## config.mk

```make
export PLATFORM = sky130hd
export DESIGN_NAME = quoted_bracket_depth_checker_top
export DESIGN_NICKNAME = d
export VERILOG_FILES = /design/src/rtl/core/qbdc_pkg.sv /design/src/rtl/core/qbdc_scan.sv /design/src/rtl/core/quoted_bracket_depth_checker_top.sv
export SDC_FILE = /design/constraint.sdc
export NUM_CORES = 1
export LEC_CHECK = 0
export BUFFER_PORTS_ARGS = -buffer_cell sky130_fd_sc_hd__buf_2
export CORE_UTILIZATION = 58
export CTS_CLUSTER_SIZE = 14
export DETAILED_ROUTE_END_ITERATION = 6
export GPL_ROUTABILITY_DRIVEN = 0
export PLACE_DENSITY = 0.9
export REMOVE_ABC_BUFFERS = 1
export SYNTH_ARGS = -nofsm -noshare
export SYNTH_HDL_FRONTEND = slang
export SYNTH_SLANG_ARGS = --single-unit
export TNS_END_PERCENT = 50
```

## constraint.sdc

```tcl
create_clock -name clock -period 2.5 [get_ports clock]
set_input_delay 0.375 -clock clock [delete_from_list [all_inputs] [get_ports clock]]
set_output_delay 0.375 -clock clock [all_outputs]
set_load 0.01 [all_outputs]
```

## src/rtl/core/qbdc_pkg.sv

```systemverilog
`default_nettype none

package qbdc_pkg;

   localparam int BYTE_W  = 8;
   localparam int DEPTH_W = 8;

   localparam logic [DEPTH_W-1:0] DEPTH_RESET = 8'd64;
   localparam logic [DEPTH_W-1:0] DEPTH_FULL  = 8'hFF;

   localparam logic [BYTE_W-1:0] CHAR_HASH      = 8'h23;
   localparam logic [BYTE_W-1:0] CHAR_LBRACKET  = 8'h5B;
   localparam logic [BYTE_W-1:0] CHAR_LBRACE    = 8'h7B;
   localparam logic [BYTE_W-1:0] CHAR_RBRACKET  = 8'h5D;
   localparam logic [BYTE_W-1:0] CHAR_RBRACE    = 8'h7D;
   localparam logic [BYTE_W-1:0] CHAR_SQUOTE    = 8'h27;
   localparam logic [BYTE_W-1:0] CHAR_DQUOTE    = 8'h22;
   localparam logic [BYTE_W-1:0] CHAR_BACKSLASH = 8'h5C;
   localparam logic [BYTE_W-1:0] CHAR_NEWLINE   = 8'h0A;

   typedef enum logic [2:0] {
      MODE_PLAIN      = 3'd0,
      MODE_SINGLE     = 3'd1,
      MODE_SINGLE_END = 3'd2,
      MODE_DOUBLE     = 3'd3,
      MODE_DOUBLE_ESC = 3'd4,
      MODE_COMMENT    = 3'd5
   } scan_mode_type;

   typedef struct packed {
      logic              fire;
      logic              is_last;
      logic [BYTE_W-1:0] text_byte;
   } scan_req_type;

endpackage

`default_nettype wire

```

## src/rtl/core/qbdc_scan.sv

```systemverilog
`default_nettype none

module qbdc_scan (
   input  wire logic                           clock,
   input  wire logic                           reset,
   input  wire qbdc_pkg::scan_req_type         req,
   input  wire logic [qbdc_pkg::DEPTH_W-1:0]   max_depth,
   output logic                                too_deep
);
   import qbdc_pkg::*;

   scan_mode_type      mode_ff, mode_in, mode_step;
   logic [DEPTH_W-1:0] depth_ff, depth_in, depth_step;
   logic               error_ff, error_step;
   logic               error_in;
   logic               run_plain;
   logic [DEPTH_W:0]   depth_inc;
   logic [BYTE_W-1:0]  b;

   assign b         = req.text_byte;
   assign depth_inc = {1'b0, depth_ff} + {{DEPTH_W{1'b0}}, 1'b1};

   always_comb begin
      mode_step = mode_ff;
      run_plain = 1'b0;
      unique case (mode_ff)
         MODE_SINGLE: begin
            if (b == CHAR_SQUOTE) mode_step = MODE_SINGLE_END;
         end
         MODE_SINGLE_END: begin
            if (b == CHAR_SQUOTE) mode_step = MODE_SINGLE;
            else run_plain = 1'b1;
         end
         MODE_DOUBLE: begin
            if (b == CHAR_BACKSLASH) mode_step = MODE_DOUBLE_ESC;
            else if (b == CHAR_DQUOTE) mode_step = MODE_PLAIN;
         end
         MODE_DOUBLE_ESC: begin
            mode_step = MODE_DOUBLE;
         end
         MODE_COMMENT: begin
            if (b == CHAR_NEWLINE) mode_step = MODE_PLAIN;
         end
         default: begin
            run_plain = 1'b1;
         end
      endcase

      depth_step = depth_ff;
      error_step = error_ff;
      if (run_plain) begin
         mode_step = MODE_PLAIN;
         priority if (b == CHAR_HASH) begin
            mode_step = MODE_COMMENT;
         end else if (b == CHAR_SQUOTE) begin
            mode_step = MODE_SINGLE;
         end else if (b == CHAR_DQUOTE) begin
            mode_step = MODE_DOUBLE;
         end else if (b == CHAR_LBRACKET || b == CHAR_LBRACE) begin
            if (depth_inc > {1'b0, max_depth}) error_step = 1'b1;
            depth_step = depth_inc[DEPTH_W] ? DEPTH_FULL : depth_inc[DEPTH_W-1:0];
         end else if ((b == CHAR_RBRACKET || b == CHAR_RBRACE) && depth_ff != '0) begin
            depth_step = depth_ff - {{(DEPTH_W-1){1'b0}}, 1'b1};
         end else begin
            depth_step = depth_ff;
         end
      end
   end

   assign too_deep = error_step;

   always_comb begin
      mode_in  = mode_ff;
      depth_in = depth_ff;
      error_in = error_ff;
      if (req.fire) begin
         if (req.is_last) begin
            mode_in  = MODE_PLAIN;
            depth_in = '0;
            error_in = 1'b0;
         end else begin
            mode_in  = mode_step;
            depth_in = depth_step;
            error_in = error_step;
         end
      end
   end

   always_ff @(posedge clock) begin
      if (reset) begin
         mode_ff  <= MODE_PLAIN;
         depth_ff <= '0;
         error_ff <= 1'b0;
      end else begin
         mode_ff  <= mode_in;
         depth_ff <= depth_in;
         error_ff <= error_in;
      end
   end

endmodule

`default_nettype wire

```

## src/rtl/core/quoted_bracket_depth_checker_top.sv

```systemverilog
// channel | handshake          | payload
// req     | req_valid/req_stall | req_text_byte, req_is_last
// rsp     | rsp_valid/rsp_stall | rsp_too_deep
// csr     | csr_valid/csr_ready | csr_max_nesting_depth
//
// One request per cycle while req_stall is low; a request waits in the input register
// until it is scanned, a last request loading the result register once that is free.
// The result is valid once loaded there and holds while rsp_stall is high.
// req_stall rises only while a last request waits on a stalled result.
// Synchronous reset clears scan state, pipeline valids and sets the limit to 64.
`default_nettype none

module quoted_bracket_depth_checker_top (
   input  wire logic                          clock,
   input  wire logic                          reset,
   input  wire logic                          req_valid,
   output logic                               req_stall,
   input  wire logic [qbdc_pkg::BYTE_W-1:0]   req_text_byte,
   input  wire logic                          req_is_last,
   output logic                               rsp_valid,
   input  wire logic                          rsp_stall,
   output logic                               rsp_too_deep,
   input  wire logic                          csr_valid,
   output logic                               csr_ready,
   input  wire logic [qbdc_pkg::DEPTH_W-1:0]  csr_max_nesting_depth
);
   import qbdc_pkg::*;

   logic               in_valid_ff, in_valid_in;
   logic               in_last_ff;
   logic [BYTE_W-1:0]  in_byte_ff;
   logic               req_take, scan_fire, rsp_free;
   logic               rsp_valid_ff, rsp_valid_in;
   logic               rsp_deep_ff, rsp_deep_in;
   logic [DEPTH_W-1:0] max_ff, max_in;
   logic               scan_deep;
   scan_req_type       scan_req;

   assign rsp_free  = !rsp_valid_ff || !rsp_stall;
   assign scan_fire = in_valid_ff && (!in_last_ff || rsp_free);
   assign req_stall = in_valid_ff && !scan_fire;
   assign req_take  = req_valid && !req_stall;

   assign scan_req.fire      = scan_fire;
   assign scan_req.is_last   = in_last_ff;
   assign scan_req.text_byte = in_byte_ff;

   qbdc_scan u_scan (
      .clock     (clock),
      .reset     (reset),
      .req       (scan_req),
      .max_depth (max_ff),
      .too_deep  (scan_deep)
   );

   assign in_valid_in  = req_take || (in_valid_ff && !scan_fire);
   assign rsp_valid_in = (scan_fire && in_last_ff) || (rsp_valid_ff && rsp_stall);
   assign rsp_deep_in  = (scan_fire && in_last_ff) ? scan_deep : rsp_deep_ff;
   assign max_in       = (csr_valid && csr_ready) ? csr_max_nesting_depth : max_ff;

   always_ff @(posedge clock) begin
      if (reset) begin
         in_valid_ff  <= 1'b0;
         rsp_valid_ff <= 1'b0;
         max_ff       <= DEPTH_RESET;
      end else begin
         in_valid_ff  <= in_valid_in;
         rsp_valid_ff <= rsp_valid_in;
         max_ff       <= max_in;
      end
   end

   always_ff @(posedge clock) begin
      if (req_take) begin
         in_byte_ff <= req_text_byte;
         in_last_ff <= req_is_last;
      end
      rsp_deep_ff <= rsp_deep_in;
   end

   assign csr_ready    = 1'b1;
   assign rsp_valid    = rsp_valid_ff;
   assign rsp_too_deep = rsp_deep_ff;

endmodule

`default_nettype wire

```

==> results of run 1 <==
flip-flops by register name, indices dropped and copies added (netlist names):
| name | cells |
|---|---|
| in_byte_ff | 8 |
| in_last_ff | 1 |
| in_valid_ff | 1 |
| max_ff | 8 |
| rsp_too_deep | 1 |
| rsp_valid | 1 |
| u_scan.depth_ff | 8 |
| u_scan.error_ff | 1 |
| u_scan.mode_ff | 3 |
logic make-up (layout without fill, tap and decap cells):
logic type | count (synthesis) | count (layout) | synth area share
adder cells (fa/ha/maj) | 11 | 11 | 0.06630
other | 1 | 1 | 0.001807
XOR/XNOR | 11 | 11 | 0.04642
AO/OA/AOI/OAI | 53 | 53 | 0.1899
flip-flops | 32 | 32 | 0.3568
multiplexers | 8 | 8 | 0.04099
buffers and inverters | 30 | 54 | 0.06389
AND/OR/NAND/NOR | 87 | 87 | 0.2339
stage by stage:
| stage | util | instance area, um2 |
|---|---|---|
| floorplan | - | 2011 |
| global placement | 0.6545 | 2218 |
| detailed placement | 0.6545 | 2218 |
| CTS | 0.6718 | 2277 |
| global route | 0.6718 | 2277 |
| finish | 0.6718 | 2277 |
metal layers:
layer,share of wire,global-route usage,vias up
met3,0.065,0.07660,8
met1,0.44,0.3027,802
li1,-,-,898
met5,0,0,-
met2,0.47,0.4009,65
met4,0.023,0.1587,0
cell type report:
type                            instances  area [um2]  share of cell area
Multi-Input combinational cell        171        1202              0.5280
Sequential cell                        32       740.7              0.3253
Timing Repair Buffer                   28       150.1             0.06593
Inverter                               18       67.56             0.02967
Clock buffer                            8       58.81             0.02582
Tap cell                               46       57.56             0.02527
power groups by stage:
| stage | logic (mW) | clock network [mW] | registers (mW) |
|---|---|---|---|
| 2_1_floorplan | 0.109 | 0 | 0.589 |
| 4_1_cts | 0.164 | 0.311 | 0.581 |
| 3_3_place_gp | 0.157 | 0 | 0.592 |
| 5_1_grt | 0.182 | 0.337 | 0.585 |
| 3_5_place_dp | 0.161 | 0 | 0.593 |
| 6_report | 0.164 | 0.301 | 0.581 |
Yosys cell counts, types with 2 or more instances:
| library cell | number | area (um2) |
|---|---|---|
| xnor2_1 | 9 | 78.83 |
| buf_2 | 7 | 35.03 |
| xor2_1 | 2 | 17.52 |
| o21ai_0 | 8 | 40.04 |
| a31oi_1 | 4 | 25.02 |
| nand2b_1 | 3 | 18.77 |
| clkbuf_1 | 3 | 11.26 |
| ha_1 | 11 | 137.6 |
| o2111ai_1 | 5 | 43.79 |
| nor2_1 | 21 | 78.83 |
| dfxtp_1 | 22 | 440.4 |
| nor4_2 | 2 | 25.02 |
| o32ai_1 | 4 | 35.03 |
| mux2i_1 | 7 | 70.07 |
| and2_1 | 3 | 18.77 |
| inv_1 | 18 | 67.56 |
| nand3_1 | 14 | 70.07 |
| nand4_1 | 4 | 25.02 |
| nor3b_1 | 2 | 15.01 |
| nand2_1 | 14 | 52.55 |
| edfxtp_1 | 10 | 300.3 |
| o31ai_1 | 5 | 37.54 |
| nor2b_1 | 3 | 18.77 |
| or3_1 | 4 | 25.02 |
| o221ai_1 | 2 | 17.52 |
| o211ai_1 | 3 | 22.52 |
| a21oi_1 | 8 | 40.04 |
| nor3_1 | 5 | 25.02 |
| a211oi_1 | 2 | 15.01 |
worst max-delay path, stage by stage, from the launching register on:
cell      delay [ns]
dfxtp_1         0.50
ha_1            0.25
nand3_1         0.14
xnor2_1         0.17
ha_1            0.33
o21a_1          0.12
o21ai_0         0.20
a31oi_1         0.07
o31ai_1         0.27
nand2b_1        0.08
worst max-delay path by stage:
stage,depth (start not counted),endpoint,start,slack (ns)
after floorplan,8,rsp_too_deep$_DFFE_PP_,u_scan.depth_ff[0]$_SDFFE_PP0P_,0.32
after global placement,8,rsp_too_deep$_DFFE_PP_,u_scan.depth_ff[0]$_SDFFE_PP0P_,0.28
after detailed placement,8,rsp_too_deep$_DFFE_PP_,u_scan.depth_ff[1]$_SDFFE_PP0P_,0.19
after CTS,9,rsp_too_deep$_DFFE_PP_,u_scan.depth_ff[1]$_SDFFE_PP0P_,0.14
after global routing,9,rsp_too_deep$_DFFE_PP_,u_scan.depth_ff[2]$_SDFFE_PP0P_,0.002
final,9,rsp_too_deep$_DFFE_PP_,u_scan.depth_ff[1]$_SDFFE_PP0P_,0.13
==> impl_metrics.tcl, run 1 <==
set metrics [dict create \
    final_common_cell "buf_2" \
    start_util 0.6124 \
    io_buffers 24 \
    synth.ff_latch_count 32 \
    cts_setup_buffers 0 \
    comb_power_share 0.157 \
    p_leak_nw 0.9015 \
    p_sw_uw 274.3 \
    first_pass_iters 4 \
    finalHoldViolCount 0 \
    avgSynthCellArea_um2 8.909 \
    grt_pass1_wl_mm 6.920 \
    startpoint_type "register" \
    period_share 0.9475 \
    rr_worst_depth 9 \
    reg2reg_to "rsp_too_deep$_DFFE_PP_" \
    std_cell_rows 21 \
    chipWidth_um 61.83 \
    max_freq_ghz 0.4222 \
    ctsHoldBuffers 0 \
    path_clk_slew_ns 0.10 \
    ant_nets 0 \
    whs_ns 0.2119 \
    drive_gt1_frac 0.1829 \
    async_flop_share 0 \
    first_iter_violations 134 \
    max_cap_violations 0 \
    post-dp-hpwl_mm 3.235 \
    clock_latency_ns 0.34 \
    vias 1773 \
    post-place-ws_ns 0.1914 \
    power.total_mw 1.047 \
    criticalPathCategory "reg2reg" \
    fin_nets 289 \
    min_to "in_byte_ff[7]$_DFFE_PP_" \
    area_delta_synth_final_pct 9.704 \
    hold_start "req_text_byte[7]" \
    ios 26 \
    cts_tree "yes" \
    switching_share 0.2620 \
    setup_tns_ns 0 \
    fillers 277 \
    synth_warnings 0 \
    chipHeight_um 61.83 \
    grt_start_max_net_pins 23 \
    internal_power_uw 772.7 \
    grt_usage 0.2539 \
    power_density_nw_per_um2 459.8 \
    diodes 0 \
    seqPwrFrac 0.555 \
    grt_setup_unrepaired "false" \
    vdd_drop_max_mv 0.3602 \
    ys.flop_type "dfxtp_1" \
    critical_path_arrival_ns 2.46 \
    hold_path_depth 1 \
    required_ns 2.60 \
    via_per_inst 5.851 \
    wire_per_inst_um 14.11 \
    drc 0 \
    tightest_slew_ns 0.6688 \
    worstSetupEndpointType "register" \
    fin_crit_ns 2.369 \
    grt_antenna_before_repair 0 \
    max_slew_margin 0.5532 \
    status "finished clean" \
    synth_edf_count 10 \
    cts-root-buf "clkbuf_4" \
    dieArea_um2 3822 \
    syn_area_um2 2076 \
    rrSetupSlack_ns 0.13 \
    ys_types 57 \
    numCtsBuffers 5 \
    ys_seq_area_frac 0.3568 \
    finalSetupViolations 0 \
    worst_hold_path_type "in2reg" \
    grt_pass1_vias 1629 \
    power.share.clock 0.288 \
    fin_skew_ns 0.009812 \
    cts-resized-gates 0 \
    core_um2 3390 \
    dp.cells 295 \
    grt.overflow.total 0 \
    slew_violations 0 \
    cts_buffer_depth 2 \
    cts_max_level 2 \
    reg2reg_from "u_scan.depth_ff[1]$_SDFFE_PP0P_" \
    mostFrequentLayoutCells "24 x buf_2, 22 x dfxtp_1, 21 x nor2_1, 18 x inv_1" \
    synthesis.instances 233 \
    finalWorstSetupSlack_ns 0.1312 \
    finalWirelength_mm 4.274 \
    clock_sinks 32 \
    stdcell_count 303 \
    cp_max_fo 8 \
]
No activity file was read; power rests on OpenSTA's default activity.
==> run 2, diff against run 1 <==
- ABC_AREA: not set -> 1
- PLACE_DENSITY: 0.9 -> 0.89
==> impl_metrics.tcl, run 2 <==
set metrics [dict create \
    status "finished, violations left" \
    violations "DRC" \
    slew_violations 0 \
    area_delta_synth_final_pct 10.27 \
    ys_seq_area_frac 0.3341 \
    synth_mux_area_frac 0 \
    std_cell_rows 22 \
    dpl_cell_area_um2 2354 \
    grt_pass1_vias 1808 \
    p_leak_nw 1.290 \
    period_share 0.9189 \
    cts_setup_buffers 0 \
    diodes 0 \
    ys.flop_type "dfxtp_1" \
    synthesis.instances 339 \
    mostFrequentLayoutCells "84 x nand2_1, 57 x nor2_1, 50 x inv_1, 27 x nand3_1, 24 x buf_2" \
    ctsHoldBuffers 0 \
    first_iter_violations 164 \
    max_cap_violations 0 \
    reg.largest.list "in_byte_ff x8, max_ff x8, u_scan.depth_ff x8" \
    ys_types 28 \
    setup_tns_ns 0 \
    vias 2118 \
    critPathTopFamily "simple AND/OR/NAND/NOR gates" \
    drc 1 \
    grt_pass1_wl_mm 7.672 \
    synth.area.top_cells "dfxtp_1 20%, nand2_1 14%, edfxtp_1 14%" \
    vdd_drop_max_mv 0.3562 \
    synth.ff_latch_count 32 \
    chipHeight_um 63.83 \
    syn_area_um2 2217 \
    post-dp-hpwl_mm 3.455 \
    dieArea_um2 4074 \
    via_per_inst 5.141 \
    drive_gt1_frac 0.1374 \
    start_util 0.6056 \
    synth-simple-area-share 0.3866 \
    synth_warnings 0 \
    cts-root-buf "clkbuf_8" \
    io_buffers 24 \
    clock_sinks 32 \
    avgSynthCellArea_um2 6.540 \
    stdcell_area_um2 2445 \
    grt_usage 0.2430 \
    grt_antenna_before_repair 0 \
    synth_most_common_cell "nand2_1" \
    cp_max_fo 8 \
    crit_chain "ha_1 -> nand3_1 -> nor2_1 -> xor2_1 -> inv_1 -> ha_1 -> a21oi_1 -> o211ai_1 -> nor2_1 -> nand2_1 -> nand2_1 -> nand2_1" \
    clock_latency_ns 0.29 \
    finalSetupViolations 0 \
    synth_top_area_share 0.1986 \
    synth_top_family_by_area "simple AND/OR/NAND/NOR gates" \
    async_flop_share 0 \
    fin_skew_ns 0.005329 \
    power_density_nw_per_um2 511.8 \
    cp_num_buf_inv 1 \
    synth-xor-area-share 0.01975 \
    ant_nets 0 \
    cts_buffer_depth 2 \
    yosysTopAreaCell "dfxtp_1" \
    chipWidth_um 63.83 \
    finalHoldViolCount 0 \
    cts_tree "yes" \
    numCtsBuffers 5 \
    power.total_mw 1.251 \
    fin_nets 396 \
    criticalPathCategory "reg2reg" \
    synthAdderAreaFrac 0.06208 \
    slowest_stage "dfxtp_2" \
    ios 26 \
    tightest_slew_ns 0.6406 \
    wire_per_inst_um 11.13 \
    cts_max_level 2 \
    path_clk_slew_ns 0.07 \
    fin_crit_ns 2.297 \
    worst_hold_path_type "in2reg" \
    synth-compound-area-share 0.08973 \
    cpPeakStageDelay_ns 0.41 \
    first_pass_iters 6 \
    core_um2 3661 \
    grt_start_max_net_pins 21 \
    whs_ns 0.2599 \
    max_slew_margin 0.5714 \
    grt.overflow.total 0 \
    final_common_cell "nand2_1" \
    required_ns 2.55 \
    cts-resized-gates 0 \
    startpoint_type "register" \
    path_common_cell "nand2_1" \
    finalWirelength_mm 4.586 \
    max_freq_ghz 0.4353 \
    synth_common_cells "84 x nand2_1, 57 x nor2_1, 50 x inv_1, 27 x nand3_1, 22 x dfxtp_1" \
    critical_path_arrival_ns 2.35 \
    synth_edf_count 10 \
    worstSetupEndpointType "register" \
    grt_setup_unrepaired "false" \
]
-- run 2: changes by cell type after synthesis, moves of 6 or more --
cell     change
a21oi_1     +11
inv_1       +32
mux2i_1      -7
nand2_1     +70
nand2_2      +6
nand3_1     +13
nor2_1      +36
xnor2_1      -9
-- run 2: metrics by stage --
stage                     std cells  setup WS [ns]  utilization
final                           412         0.2026       0.6678
after floorplan                 332         0.3998            -
after global placement          404         0.2912       0.6429
after CTS                       412         0.1229       0.6671
after global routing            412        0.04874       0.6678
after detailed placement        404         0.1698       0.6429
-- run 2: path summary, 6_finish.rpt --
check | depth (start not counted) | start | to | slack, ns
hold reg to reg | 2 | max_ff[2]$_SDFFE_PP0P_ | max_ff[2]$_SDFFE_PP0P_ | 0.47
setup / recovery | 12 | u_scan.depth_ff[0]$_SDFFE_PP0P_ | rsp_too_deep$_DFFE_PP_ | 0.20
setup reg to reg | 12 | u_scan.depth_ff[0]$_SDFFE_PP0P_ | rsp_too_deep$_DFFE_PP_ | 0.20
hold / removal | 1 | req_text_byte[5] | in_byte_ff[5]$_DFFE_PP_ | 0.26
-- run 2: metal layers --
layer,wire length (um),vias up,GRT usage
met5,0,-,0
met4,67,0,0.07670
met3,300,7,0.05357
met2,2118,82,0.3976
met1,2099,918,0.3169
li1,-,1111,-
-- run 2: final cells by class --
| type | count | area, um2 |
|---|---|---|
| fillers | 307 | 1216 |
| inverters | 51 | 191.4 |
| clock inverters | 2 | 16.27 |
| repair buffers | 24 | 120.1 |
| flip-flops and latches | 32 | 743.2 |
| well taps | 48 | 60.06 |
| multi-input cells | 249 | 1241 |
| clock buffers | 6 | 72.57 |
-- run 2: cells by family after synthesis --
logic type	count (synthesis)
and+or+nand+nor	196
buffers and inverters	58
AOI/OAI and AO/OA	36
DFF	32
adders and majority gates	11
xor gates and xnor gates	5
other	1
-- run 2: worst reg2reg max path, cell delays in order (launching register included) --
cell      delay [ns]
dfxtp_2         0.41
ha_1            0.21
nand3_1         0.16
nor2_1          0.16
xor2_1          0.21
inv_1           0.07
ha_1            0.29
a21oi_1         0.16
o211ai_1        0.10
nor2_1          0.12
nand2_1         0.06
nand2_1         0.07
nand2_1         0.05
-- run 2: power breakdown --
part	internal (mW)	switching, mW	leakage, nW	total [mW]
Combinational	0.0976	0.151	0.968	0.248
Sequential	0.567	0.0334	0.281	0.600
Clock	0.198	0.205	0.0414	0.402
Total	0.862	0.389	1.29	1.25
